===== src/hdl/htfd_pkg.sv =====
`timescale 1ns / 1ps
// ----------------------------------------------------------------------------
// htfd_pkg: shared types and constants of the sensor frame decoder
// result codes, queue record layout, crc-8 step function, scale constants
// ----------------------------------------------------------------------------
package htfd_pkg;

  localparam int unsigned FRAME_LAST_POS   = 6;       // position of the crc byte
  localparam int unsigned RAW_W            = 20;      // width of one raw value
  localparam int unsigned DATA_W           = 2 * RAW_W;
  localparam int unsigned FULL_SCALE_SHIFT = 20;
  localparam int unsigned HALF_LSB         = 524288;  // 2^19, rounding bias
  localparam int unsigned HUM_SCALE        = 100;
  localparam int unsigned TEMP_SCALE       = 200;
  localparam int unsigned TEMP_OFFSET      = 50;
  localparam int unsigned PROD_H_W         = 27;      // holds raw*100 + bias
  localparam int unsigned PROD_T_W         = 28;      // holds raw*200 + bias
  localparam int unsigned QUEUE_DEPTH_DEF  = 2;

  localparam logic [7:0] CRC_POLY  = 8'h31;
  localparam logic [7:0] CRC_INIT  = 8'hFF;
  localparam int unsigned BUSY_BIT = 7;

  typedef enum logic [1:0] {
    STAT_OK   = 2'd0,
    STAT_BUSY = 2'd1,
    STAT_CRC  = 2'd2
  } result_status_t;

  // one completed frame, classified, waiting for conversion
  typedef struct packed {
    result_status_t    kind;
    logic [RAW_W-1:0]  raw_h;
    logic [RAW_W-1:0]  raw_t;
  } frame_rec_t;

  // msb-first crc-8 over one byte, eight shift steps
  function automatic logic [7:0] crc8_feed(input logic [7:0] crc, input logic [7:0] b);
    logic [7:0] c;
    c = crc ^ b;
    for (int k = 0; k < 8; k++) begin
      if (c[7]) begin
        c = {c[6:0], 1'b0} ^ CRC_POLY;
      end else begin
        c = {c[6:0], 1'b0};
      end
    end
    return c;
  endfunction

endpackage


===== src/hdl/htfd_if.sv =====
`timescale 1ns / 1ps
// ----------------------------------------------------------------------------
// htfd_if: valid/ready channels of the sensor frame decoder
// byte input channel, frame record channel and result channel
// ----------------------------------------------------------------------------
interface htfd_in_if;
  logic       valid;
  logic       ready;
  logic [7:0] frame_byte;
  logic       frame_first;

  modport source (output valid, output frame_byte, output frame_first, input ready);
  modport sink   (input valid, input frame_byte, input frame_first, output ready);
endinterface

interface htfd_rec_if;
  import htfd_pkg::*;
  logic       valid;
  logic       ready;
  frame_rec_t data;

  modport source (output valid, output data, input ready);
  modport sink   (input valid, input data, output ready);
endinterface

interface htfd_out_if;
  logic              valid;
  logic              ready;
  logic [1:0]        result_status;
  logic [6:0]        humidity_pct;
  logic signed [8:0] temperature_c;

  modport source (output valid, output result_status, output humidity_pct,
                  output temperature_c, input ready);
  modport sink   (input valid, input result_status, input humidity_pct,
                  input temperature_c, output ready);
endinterface


===== src/hdl/humidity_temp_frame_decoder.sv =====
`timescale 1ns / 1ps
// ----------------------------------------------------------------------------
// humidity_temp_frame_decoder: sensor response frame check and conversion
// takes seven frame bytes, checks crc-8 and busy, converts humidity/temperature
// ----------------------------------------------------------------------------
// result path: the edge that accepts the crc byte writes the queue, then the record
//   passes the multiply stage and the round/offset output register
// throughput: one byte per cycle while the queue has room; one result per seven bytes
// the queue absorbs output stalls; input stalls only when the queue is full
// reset (rst_n low, synchronous): position 0, crc 0xff, busy clear, queue empty,
//   no result pending; collected data bytes are not reset
module humidity_temp_frame_decoder #(
  parameter int unsigned QUEUE_DEPTH = htfd_pkg::QUEUE_DEPTH_DEF
) (
  input  logic       clk,
  input  logic       rst_n,
  htfd_in_if.sink    in_ch,
  htfd_out_if.source out_ch
);
  import htfd_pkg::*;

  // classified frame records from front to queue, and queue to back
  htfd_rec_if front_rec ();
  htfd_rec_if back_rec ();

  // front: byte position, running crc, busy flag and data shift register
  htfd_front u_front (
    .clk    (clk),
    .rst_n  (rst_n),
    .in_ch  (in_ch),
    .rec_ch (front_rec)
  );

  // queue decouples the byte intake from the conversion and output stall
  htfd_queue #(
    .DEPTH (QUEUE_DEPTH)
  ) u_queue (
    .clk   (clk),
    .rst_n (rst_n),
    .wr_ch (front_rec),
    .rd_ch (back_rec)
  );

  // back: scale multiply, then round-half-up shift and temperature offset
  htfd_back u_back (
    .clk    (clk),
    .rst_n  (rst_n),
    .rec_ch (back_rec),
    .out_ch (out_ch)
  );

endmodule


===== src/hdl/htfd_front.sv =====
`timescale 1ns / 1ps
// ----------------------------------------------------------------------------
// htfd_front: byte intake and frame classification
// tracks byte position, running crc, busy flag and data; emits a record per frame
// ----------------------------------------------------------------------------
module htfd_front (
  input  logic         clk,
  input  logic         rst_n,
  htfd_in_if.sink      in_ch,
  htfd_rec_if.source   rec_ch
);
  import htfd_pkg::*;

  logic [2:0]        pos_r,  pos_nxt;
  logic [7:0]        crc_r,  crc_nxt;
  logic              busy_r, busy_nxt;
  logic [DATA_W-1:0] data_r, data_nxt;

  logic [2:0]     eff_pos;
  logic           is_last;
  logic           accept;
  result_status_t rec_kind;

  // restart mark or out-of-range position starts a new frame
  assign eff_pos = (in_ch.frame_first || (pos_r > 3'(FRAME_LAST_POS))) ? 3'd0 : pos_r;
  assign is_last = (eff_pos == 3'(FRAME_LAST_POS));

  assign in_ch.ready = rec_ch.ready;
  assign accept      = in_ch.valid && in_ch.ready;

  assign rec_ch.valid = in_ch.valid && is_last;
  assign rec_ch.data  = '{kind:  rec_kind,
                          raw_h: data_r[DATA_W-1:RAW_W],
                          raw_t: data_r[RAW_W-1:0]};

  always_comb begin
    priority if (busy_r) begin
      rec_kind = STAT_BUSY;
    end else if (crc_r != in_ch.frame_byte) begin
      rec_kind = STAT_CRC;
    end else begin
      rec_kind = STAT_OK;
    end
  end

  always_comb begin
    pos_nxt  = pos_r;
    crc_nxt  = crc_r;
    busy_nxt = busy_r;
    data_nxt = data_r;
    if (accept) begin
      priority if (eff_pos == 3'd0) begin
        crc_nxt  = crc8_feed(CRC_INIT, in_ch.frame_byte);
        busy_nxt = in_ch.frame_byte[BUSY_BIT];
        pos_nxt  = 3'd1;
      end else if (!is_last) begin
        crc_nxt  = crc8_feed(crc_r, in_ch.frame_byte);
        data_nxt = {data_r[DATA_W-9:0], in_ch.frame_byte};
        pos_nxt  = eff_pos + 3'd1;
      end else begin
        pos_nxt  = 3'd0;
      end
    end
  end

  always_ff @(posedge clk) begin
    if (!rst_n) begin
      pos_r  <= 3'd0;
      crc_r  <= CRC_INIT;
      busy_r <= 1'b0;
    end else begin
      pos_r  <= pos_nxt;
      crc_r  <= crc_nxt;
      busy_r <= busy_nxt;
    end
  end

  always_ff @(posedge clk) begin
    data_r <= data_nxt;
  end

endmodule


===== src/hdl/htfd_queue.sv =====
`timescale 1ns / 1ps
// ----------------------------------------------------------------------------
// htfd_queue: small record queue between front and back
// register array with read and write pointers and an occupancy count
// ----------------------------------------------------------------------------
module htfd_queue #(
  parameter int unsigned DEPTH = htfd_pkg::QUEUE_DEPTH_DEF
) (
  input  logic        clk,
  input  logic        rst_n,
  htfd_rec_if.sink    wr_ch,
  htfd_rec_if.source  rd_ch
);
  import htfd_pkg::*;

  localparam int unsigned PTR_W = (DEPTH > 1) ? $clog2(DEPTH) : 1;
  localparam int unsigned CNT_W = $clog2(DEPTH + 1);

  frame_rec_t       mem [DEPTH];
  logic [PTR_W-1:0] wr_ptr_r, wr_ptr_nxt;
  logic [PTR_W-1:0] rd_ptr_r, rd_ptr_nxt;
  logic [CNT_W-1:0] cnt_r,    cnt_nxt;
  logic             push, pop;

  assign wr_ch.ready = (cnt_r != CNT_W'(DEPTH));
  assign rd_ch.valid = (cnt_r != '0);
  assign rd_ch.data  = mem[rd_ptr_r];

  assign push = wr_ch.valid && wr_ch.ready;
  assign pop  = rd_ch.valid && rd_ch.ready;

  always_comb begin
    wr_ptr_nxt = wr_ptr_r;
    rd_ptr_nxt = rd_ptr_r;
    if (push) begin
      wr_ptr_nxt = (wr_ptr_r == PTR_W'(DEPTH - 1)) ? '0 : wr_ptr_r + PTR_W'(1);
    end
    if (pop) begin
      rd_ptr_nxt = (rd_ptr_r == PTR_W'(DEPTH - 1)) ? '0 : rd_ptr_r + PTR_W'(1);
    end
    unique case ({push, pop})
      2'b10:   cnt_nxt = cnt_r + CNT_W'(1);
      2'b01:   cnt_nxt = cnt_r - CNT_W'(1);
      default: cnt_nxt = cnt_r;
    endcase
  end

  always_ff @(posedge clk) begin
    if (!rst_n) begin
      wr_ptr_r <= '0;
      rd_ptr_r <= '0;
      cnt_r    <= '0;
    end else begin
      wr_ptr_r <= wr_ptr_nxt;
      rd_ptr_r <= rd_ptr_nxt;
      cnt_r    <= cnt_nxt;
    end
  end

  always_ff @(posedge clk) begin
    if (push) begin
      mem[wr_ptr_r] <= wr_ch.data;
    end
  end

endmodule


===== src/hdl/htfd_back.sv =====
`timescale 1ns / 1ps
// ----------------------------------------------------------------------------
// htfd_back: raw value conversion and result register
// stage one multiplies by the scale, stage two rounds, shifts and offsets
// ----------------------------------------------------------------------------
module htfd_back (
  input  logic        clk,
  input  logic        rst_n,
  htfd_rec_if.sink    rec_ch,
  htfd_out_if.source  out_ch
);
  import htfd_pkg::*;

  logic                s1_v_r;
  result_status_t      s1_kind_r;
  logic [PROD_H_W-1:0] s1_prod_h_r;
  logic [PROD_T_W-1:0] s1_prod_t_r;

  logic                out_v_r;
  logic [1:0]          status_r;
  logic [6:0]          hum_r;
  logic signed [8:0]   temp_r;

  logic                s1_en, out_en;
  logic [PROD_H_W-1:0] rnd_h;
  logic [PROD_T_W-1:0] rnd_t;
  logic [7:0]          temp_u;

  assign out_en      = !out_v_r || out_ch.ready;
  assign s1_en       = !s1_v_r || out_en;
  assign rec_ch.ready = s1_en;

  assign rnd_h  = s1_prod_h_r + PROD_H_W'(HALF_LSB);
  assign rnd_t  = s1_prod_t_r + PROD_T_W'(HALF_LSB);
  assign temp_u = rnd_t[PROD_T_W-1:FULL_SCALE_SHIFT];

  always_ff @(posedge clk) begin
    if (!rst_n) begin
      s1_v_r  <= 1'b0;
      out_v_r <= 1'b0;
    end else begin
      if (s1_en) begin
        s1_v_r <= rec_ch.valid;
      end
      if (out_en) begin
        out_v_r <= s1_v_r;
      end
    end
  end

  always_ff @(posedge clk) begin
    if (s1_en && rec_ch.valid) begin
      s1_kind_r   <= rec_ch.data.kind;
      s1_prod_h_r <= PROD_H_W'(rec_ch.data.raw_h) * PROD_H_W'(HUM_SCALE);
      s1_prod_t_r <= PROD_T_W'(rec_ch.data.raw_t) * PROD_T_W'(TEMP_SCALE);
    end
    if (out_en && s1_v_r) begin
      status_r <= s1_kind_r;
      if (s1_kind_r == STAT_OK) begin
        hum_r  <= rnd_h[PROD_H_W-1:FULL_SCALE_SHIFT];
        temp_r <= $signed({1'b0, temp_u}) - $signed(9'(TEMP_OFFSET));
      end else begin
        hum_r  <= '0;
        temp_r <= '0;
      end
    end
  end

  assign out_ch.valid         = out_v_r;
  assign out_ch.result_status = status_r;
  assign out_ch.humidity_pct  = hum_r;
  assign out_ch.temperature_c = temp_r;

endmodule


===== src/flat_wrapper.sv =====
// flat-port wrapper written by rule: the top's interface ports become plain ports
module humidity_temp_frame_decoder_flat import htfd_pkg::*;
#(
  parameter int unsigned QUEUE_DEPTH = htfd_pkg::QUEUE_DEPTH_DEF
)
  (clk, rst_n, in_ch_valid, in_ch_frame_byte, in_ch_frame_first, in_ch_ready, out_ch_valid, out_ch_result_status, out_ch_humidity_pct, out_ch_temperature_c, out_ch_ready);
  htfd_in_if in_ch_i ();
  htfd_out_if out_ch_i ();
  input  logic clk;
  input  logic rst_n;
  input wire logic [$bits(in_ch_i.valid)-1:0] in_ch_valid;
  input wire logic [$bits(in_ch_i.frame_byte)-1:0] in_ch_frame_byte;
  input wire logic [$bits(in_ch_i.frame_first)-1:0] in_ch_frame_first;
  output wire logic [$bits(in_ch_i.ready)-1:0] in_ch_ready;
  output wire logic [$bits(out_ch_i.valid)-1:0] out_ch_valid;
  output wire logic [$bits(out_ch_i.result_status)-1:0] out_ch_result_status;
  output wire logic [$bits(out_ch_i.humidity_pct)-1:0] out_ch_humidity_pct;
  output wire logic [$bits(out_ch_i.temperature_c)-1:0] out_ch_temperature_c;
  input wire logic [$bits(out_ch_i.ready)-1:0] out_ch_ready;
  assign in_ch_i.valid = in_ch_valid;
  assign in_ch_i.frame_byte = in_ch_frame_byte;
  assign in_ch_i.frame_first = in_ch_frame_first;
  assign in_ch_ready = in_ch_i.ready;
  assign out_ch_valid = out_ch_i.valid;
  assign out_ch_result_status = out_ch_i.result_status;
  assign out_ch_humidity_pct = out_ch_i.humidity_pct;
  assign out_ch_temperature_c = out_ch_i.temperature_c;
  assign out_ch_i.ready = out_ch_ready;
  humidity_temp_frame_decoder #(.QUEUE_DEPTH(QUEUE_DEPTH)) u_core (.clk(clk), .rst_n(rst_n), .in_ch(in_ch_i), .out_ch(out_ch_i));
endmodule

===== config.mk =====
export PLATFORM = sky130hd
export DESIGN_NAME = humidity_temp_frame_decoder_flat
export DESIGN_NICKNAME = d
export VERILOG_FILES = /design/src/hdl/htfd_pkg.sv /design/src/hdl/htfd_if.sv /design/src/hdl/humidity_temp_frame_decoder.sv /design/src/hdl/htfd_front.sv /design/src/hdl/htfd_queue.sv /design/src/hdl/htfd_back.sv /design/src/flat_wrapper.sv
export SDC_FILE = /design/constraint.sdc
export NUM_CORES = 1
export LEC_CHECK = 0
export ABC_AREA = 1
export BUFFER_PORTS_ARGS = -buffer_cell sky130_fd_sc_hd__buf_2
export CORE_MARGIN = 8
export CORE_UTILIZATION = 55
export CTS_BUF_LIST = sky130_fd_sc_hd__clkbuf_8
export CTS_CLUSTER_DIAMETER = 40
export DETAILED_ROUTE_END_ITERATION = 8
export PLACE_DENSITY = 0.71
export SLEW_MARGIN = 30
export SYNTH_ARGS = -nofsm -noshare
export SYNTH_HDL_FRONTEND = slang
export SYNTH_SLANG_ARGS = --single-unit

===== constraint.sdc =====
create_clock -name clk -period 8.4 [get_ports clk]
set_clock_uncertainty 0.2 [all_clocks]
set_input_delay 1.68 -clock clk [delete_from_list [all_inputs] [get_ports clk]]
set_output_delay 1.68 -clock clk [all_outputs]
set_load 0.02 [all_outputs]

==> impl_metrics.env <==
export IMPL_dpl_cell_area_um2=11900
export IMPL_rsz0062_at_grt="no"
export IMPL_clk_pin_slew_ns=0.09
export IMPL_drive_above_1_share_pct=9.31
export IMPL_worst_setup_path_type="flop to flop"
export IMPL_clk_path_buf_depth=2
export IMPL_dp_cells=1516
export IMPL_slew_headroom_pct=42.7
export IMPL_leakage_nw=5.81
export IMPL_cts_resized=0
export IMPL_grt_max_degree=44
export IMPL_grt_ovfl_total=0
export IMPL_setup_viol=0
export IMPL_cp_num_buf_inv=5
export IMPL_slowest_stage="fa_1"
export IMPL_die_x_um=160
export IMPL_cp_slowest_stage_delay_ns=0.51
export IMPL_drt_initial_drc_count=469
export IMPL_cts_made_buffers=17
export IMPL_cp_required_ns=8.41
export IMPL_num_vias=7990
export IMPL_yosysWarnings=0
export IMPL_finalHoldViolations=0
export IMPL_power_mw=2.98
export IMPL_finalMaxSlewViolations=0
export IMPL_powerDensity_nw_per_um2=244
export IMPL_cts_setup_buffers=0
export IMPL_whs_ns=0.258
export IMPL_max_freq_mhz=217
export IMPL_hold_path_class="flop to flop"
export IMPL_wl_um=21800
export IMPL_drc=0
export IMPL_fin_setup_tns_ns=0
export IMPL_r2r_setup_slack_ns=3.78
export IMPL_dp_slack_ns=3.79
export IMPL_tightest_slew_ns=0.858
export IMPL_root_buffer="clkbuf_8"
export IMPL_ctsHoldBuffers=0
export IMPL_finish_instance_area_um2=12200
export IMPL_htree_levels=4
export IMPL_peakVddDrop_mv=0.122
export IMPL_grt_antenna_before_repair=0
export IMPL_syn_num_nets=1391
export IMPL_path_delay_family="adder cells"
export IMPL_fill_cells=1739
export IMPL_comb_power_share_pct=46.2
export IMPL_grt_pass1_vias=7932
export IMPL_p_sw_mw=1.24
export IMPL_final_nets=1434
export IMPL_synth_seq_area_share_pct=45.8
export IMPL_die_area_um2=25500
export IMPL_rows=52
export IMPL_grt_use_total_pct=17.6
export IMPL_ioPinCount=33
export IMPL_ys_types=38
export IMPL_routed_via_density=5.16
export IMPL_core_area_um2=20300
export IMPL_diodes=0
export IMPL_fin_crit_ns=4.62
export IMPL_layout_setup_ws_ns=3.78
export IMPL_cp_max_fo=43
export IMPL_wl_per_cell_um=14.1
export IMPL_path_cells="buf_4 > inv_4 > or2_2 > o21ai_0 > inv_1 > ha_1 > ha_1 > inv_1 > fa_1 > inv_1 > ha_1 > a21oi_1 > nor2_1 > or2_2 > a21oi_1 > nand3_1 > xor2_1"
export IMPL_synth_seq_cells=180
export IMPL_final_util_pct=60.3
export IMPL_gp_congestion=0.921
export IMPL_cts_tree="done"
export IMPL_clock_latency_ns=0.46
export IMPL_switching_share_pct=41.7
export IMPL_io_buffers=32
export IMPL_ant_nets=0
export IMPL_clkPwrFrac_pct=18.3
export IMPL_areaGrowthSynthToFinish_pct=7.69
export IMPL_fp_dieH_um=160
export IMPL_arrival_ns=4.63
export IMPL_drv_cap=0
export IMPL_fin_crit_sh_pct=55.0
export IMPL_finalNonFillerCells=1548
export IMPL_status="completed"
export IMPL_critPathLaunchType="flop"
export IMPL_post_dp_hpwl_um=16900
export IMPL_power_internal_mw=1.74
export IMPL_syn_instance_count=1222
export IMPL_cts_sinks=180
export IMPL_start_util_pct=56.0
export IMPL_end_kind="flop"
export IMPL_syn_avg_cell_area_um2=9.31
export IMPL_p_seq_share_pct=35.5
export IMPL_grt_pass1_wl_um=37200
export IMPL_drt_first_pass_iters=6
export IMPL_mappedNetlistArea_um2=11400
-- power by group through the flow --
stage	Combinational, mW	Sequential (mW)	Clock [mW]
2_1_floorplan	1.06	1.08	0
3_3_place_gp	1.35	1.08	0
3_5_place_dp	1.37	1.08	0
4_1_cts	1.38	1.06	0.558
5_1_grt	1.61	1.06	0.591
6_report	1.38	1.06	0.545
-- placed cells by master (no fill, tap or decap), types with 5 or more instances in the layout --
master / count
nand2_1: 279
inv_1: 223
edfxtp_1: 161
ha_1: 128
nor2_1: 69
a21oi_1: 62
nand3_1: 55
o21ai_0: 46
buf_2: 32
or2_2: 29
fa_1: 28
dfxtp_1: 19
o21ai_1: 18
clkbuf_8: 17
xor2_1: 16
nor3_1: 11
nand4_1: 10
a21o_1: 8
xnor2_1: 7
nor4_1: 5
-- sequential cells by signal (all words and copies together) (netlist names), named ones only --
name,flops
u_core.u_queue.mem,84
u_core.u_back.out_ch.temperature_c,9
u_core.u_back.out_ch.humidity_pct,7
u_core.u_back.s1_prod_h_r,8
u_core.u_back.out_ch.valid,1
u_core.u_queue.cnt_r,2
u_core.u_queue.wr_ptr_r,1
u_core.u_back.s1_kind_r,2
u_core.u_front.data_r,40
u_core.u_front.pos_r,3
u_core.u_back.s1_v_r,1
u_core.u_back.s1_prod_t_r,9
u_core.u_front.busy_r,1
u_core.u_front.crc_r,8
u_core.u_queue.rd_ptr_r,1
u_core.u_back.out_ch.result_status,2
-- cell families after synthesis --
family / Yosys count / synth area share [%]
and+or+nand+nor: 473 / 17.7
buffers and inverters: 240 / 8.15
xor gates and xnor gates: 28 / 2.49
adders and majority gates: 156 / 19.0
DFF: 180 / 45.8
AOI/OAI and AO/OA: 145 / 6.79
-- cell usage after synthesis --
master | n | area (µm²)
edfxtp_1 | 161 | 4830
inv_1 | 221 | 830
nor3_1 | 11 | 55.1
o21bai_1 | 3 | 22.5
or2_0 | 2 | 12.5
nand2_2 | 2 | 12.5
a21oi_1 | 63 | 315
fa_1 | 28 | 561
clkbuf_1 | 7 | 26.3
xor2_1 | 16 | 140
ha_1 | 128 | 1600
nand3_1 | 55 | 275
nand3b_1 | 1 | 7.51
buf_2 | 3 | 15.0
nand4_1 | 10 | 62.6
xor2_2 | 1 | 16.3
o21ai_1 | 18 | 90.1
dfxtp_1 | 19 | 380
nor2_2 | 3 | 18.8
o211ai_1 | 3 | 22.5
nor3_2 | 1 | 10.0
clkinv_1 | 1 | 3.75
o21ai_0 | 46 | 230
or2_2 | 29 | 181
a31oi_1 | 1 | 6.26
o21a_1 | 1 | 7.51
inv_2 | 3 | 11.3
a21oi_2 | 2 | 17.5
nand2_1 | 279 | 1050
nand2_4 | 1 | 11.3
xnor2_1 | 7 | 61.3
inv_4 | 3 | 18.8
nand3_2 | 2 | 20.0
a21o_1 | 8 | 60.1
buf_6 | 2 | 22.5
nor4_1 | 5 | 31.3
xnor2_2 | 4 | 65.1
nor2_1 | 72 | 270
-- final timing paths --
check                                       start                                       to  cells past startpoint
min reg2reg  u_core.u_queue.rd_ptr_r$_SDFFE_PN0P_     u_core.u_queue.rd_ptr_r$_SDFFE_PN0P_                      1
max reg2reg                                  flop  u_core.u_back.s1_prod_t_r[24]$_DFFE_PP_                     17
min          u_core.u_queue.rd_ptr_r$_SDFFE_PN0P_     u_core.u_queue.rd_ptr_r$_SDFFE_PN0P_                      1
max                                          flop  u_core.u_back.s1_prod_t_r[24]$_DFFE_PP_                     17
-- worst reg2reg max path, delay by kind of cell, from the launching register on --
family / cells / cell delay [ns]
adder cells (fa/ha/maj): 4 / 1.48
buffers and inverters: 5 / 0.91
AND/OR/NAND/NOR: 4 / 0.78
AO/OA/AOI/OAI: 3 / 0.54
flip-flops: 1 / 0.32
XOR/XNOR: 1 / 0.15
-- routing by layer --
layer | up-vias | routed length [µm] | GRT usage, %
li1 | 4091 | - | -
met1 | 3683 | 10100 | 22.4
met2 | 182 | 10500 | 30.2
met3 | 34 | 905 | 3.62
met4 | 0 | 294 | 4.50
met5 | - | 0 | 0
-- final cells by class --
| type | count | area (µm²) | share of cell area [%] |
|---|---|---|---|
| well taps | 270 | 338 | 2.76 |
| repair buffers | 36 | 210 | 1.72 |
| inverters | 228 | 863 | 7.05 |
| multi-input cells | 802 | 5270 | 43.0 |
| clock buffers | 17 | 234 | 1.91 |
| flip-flops and latches | 180 | 5220 | 42.6 |
| clock inverters | 15 | 123 | 1.00 |
(Power assumes the default switching activity.)
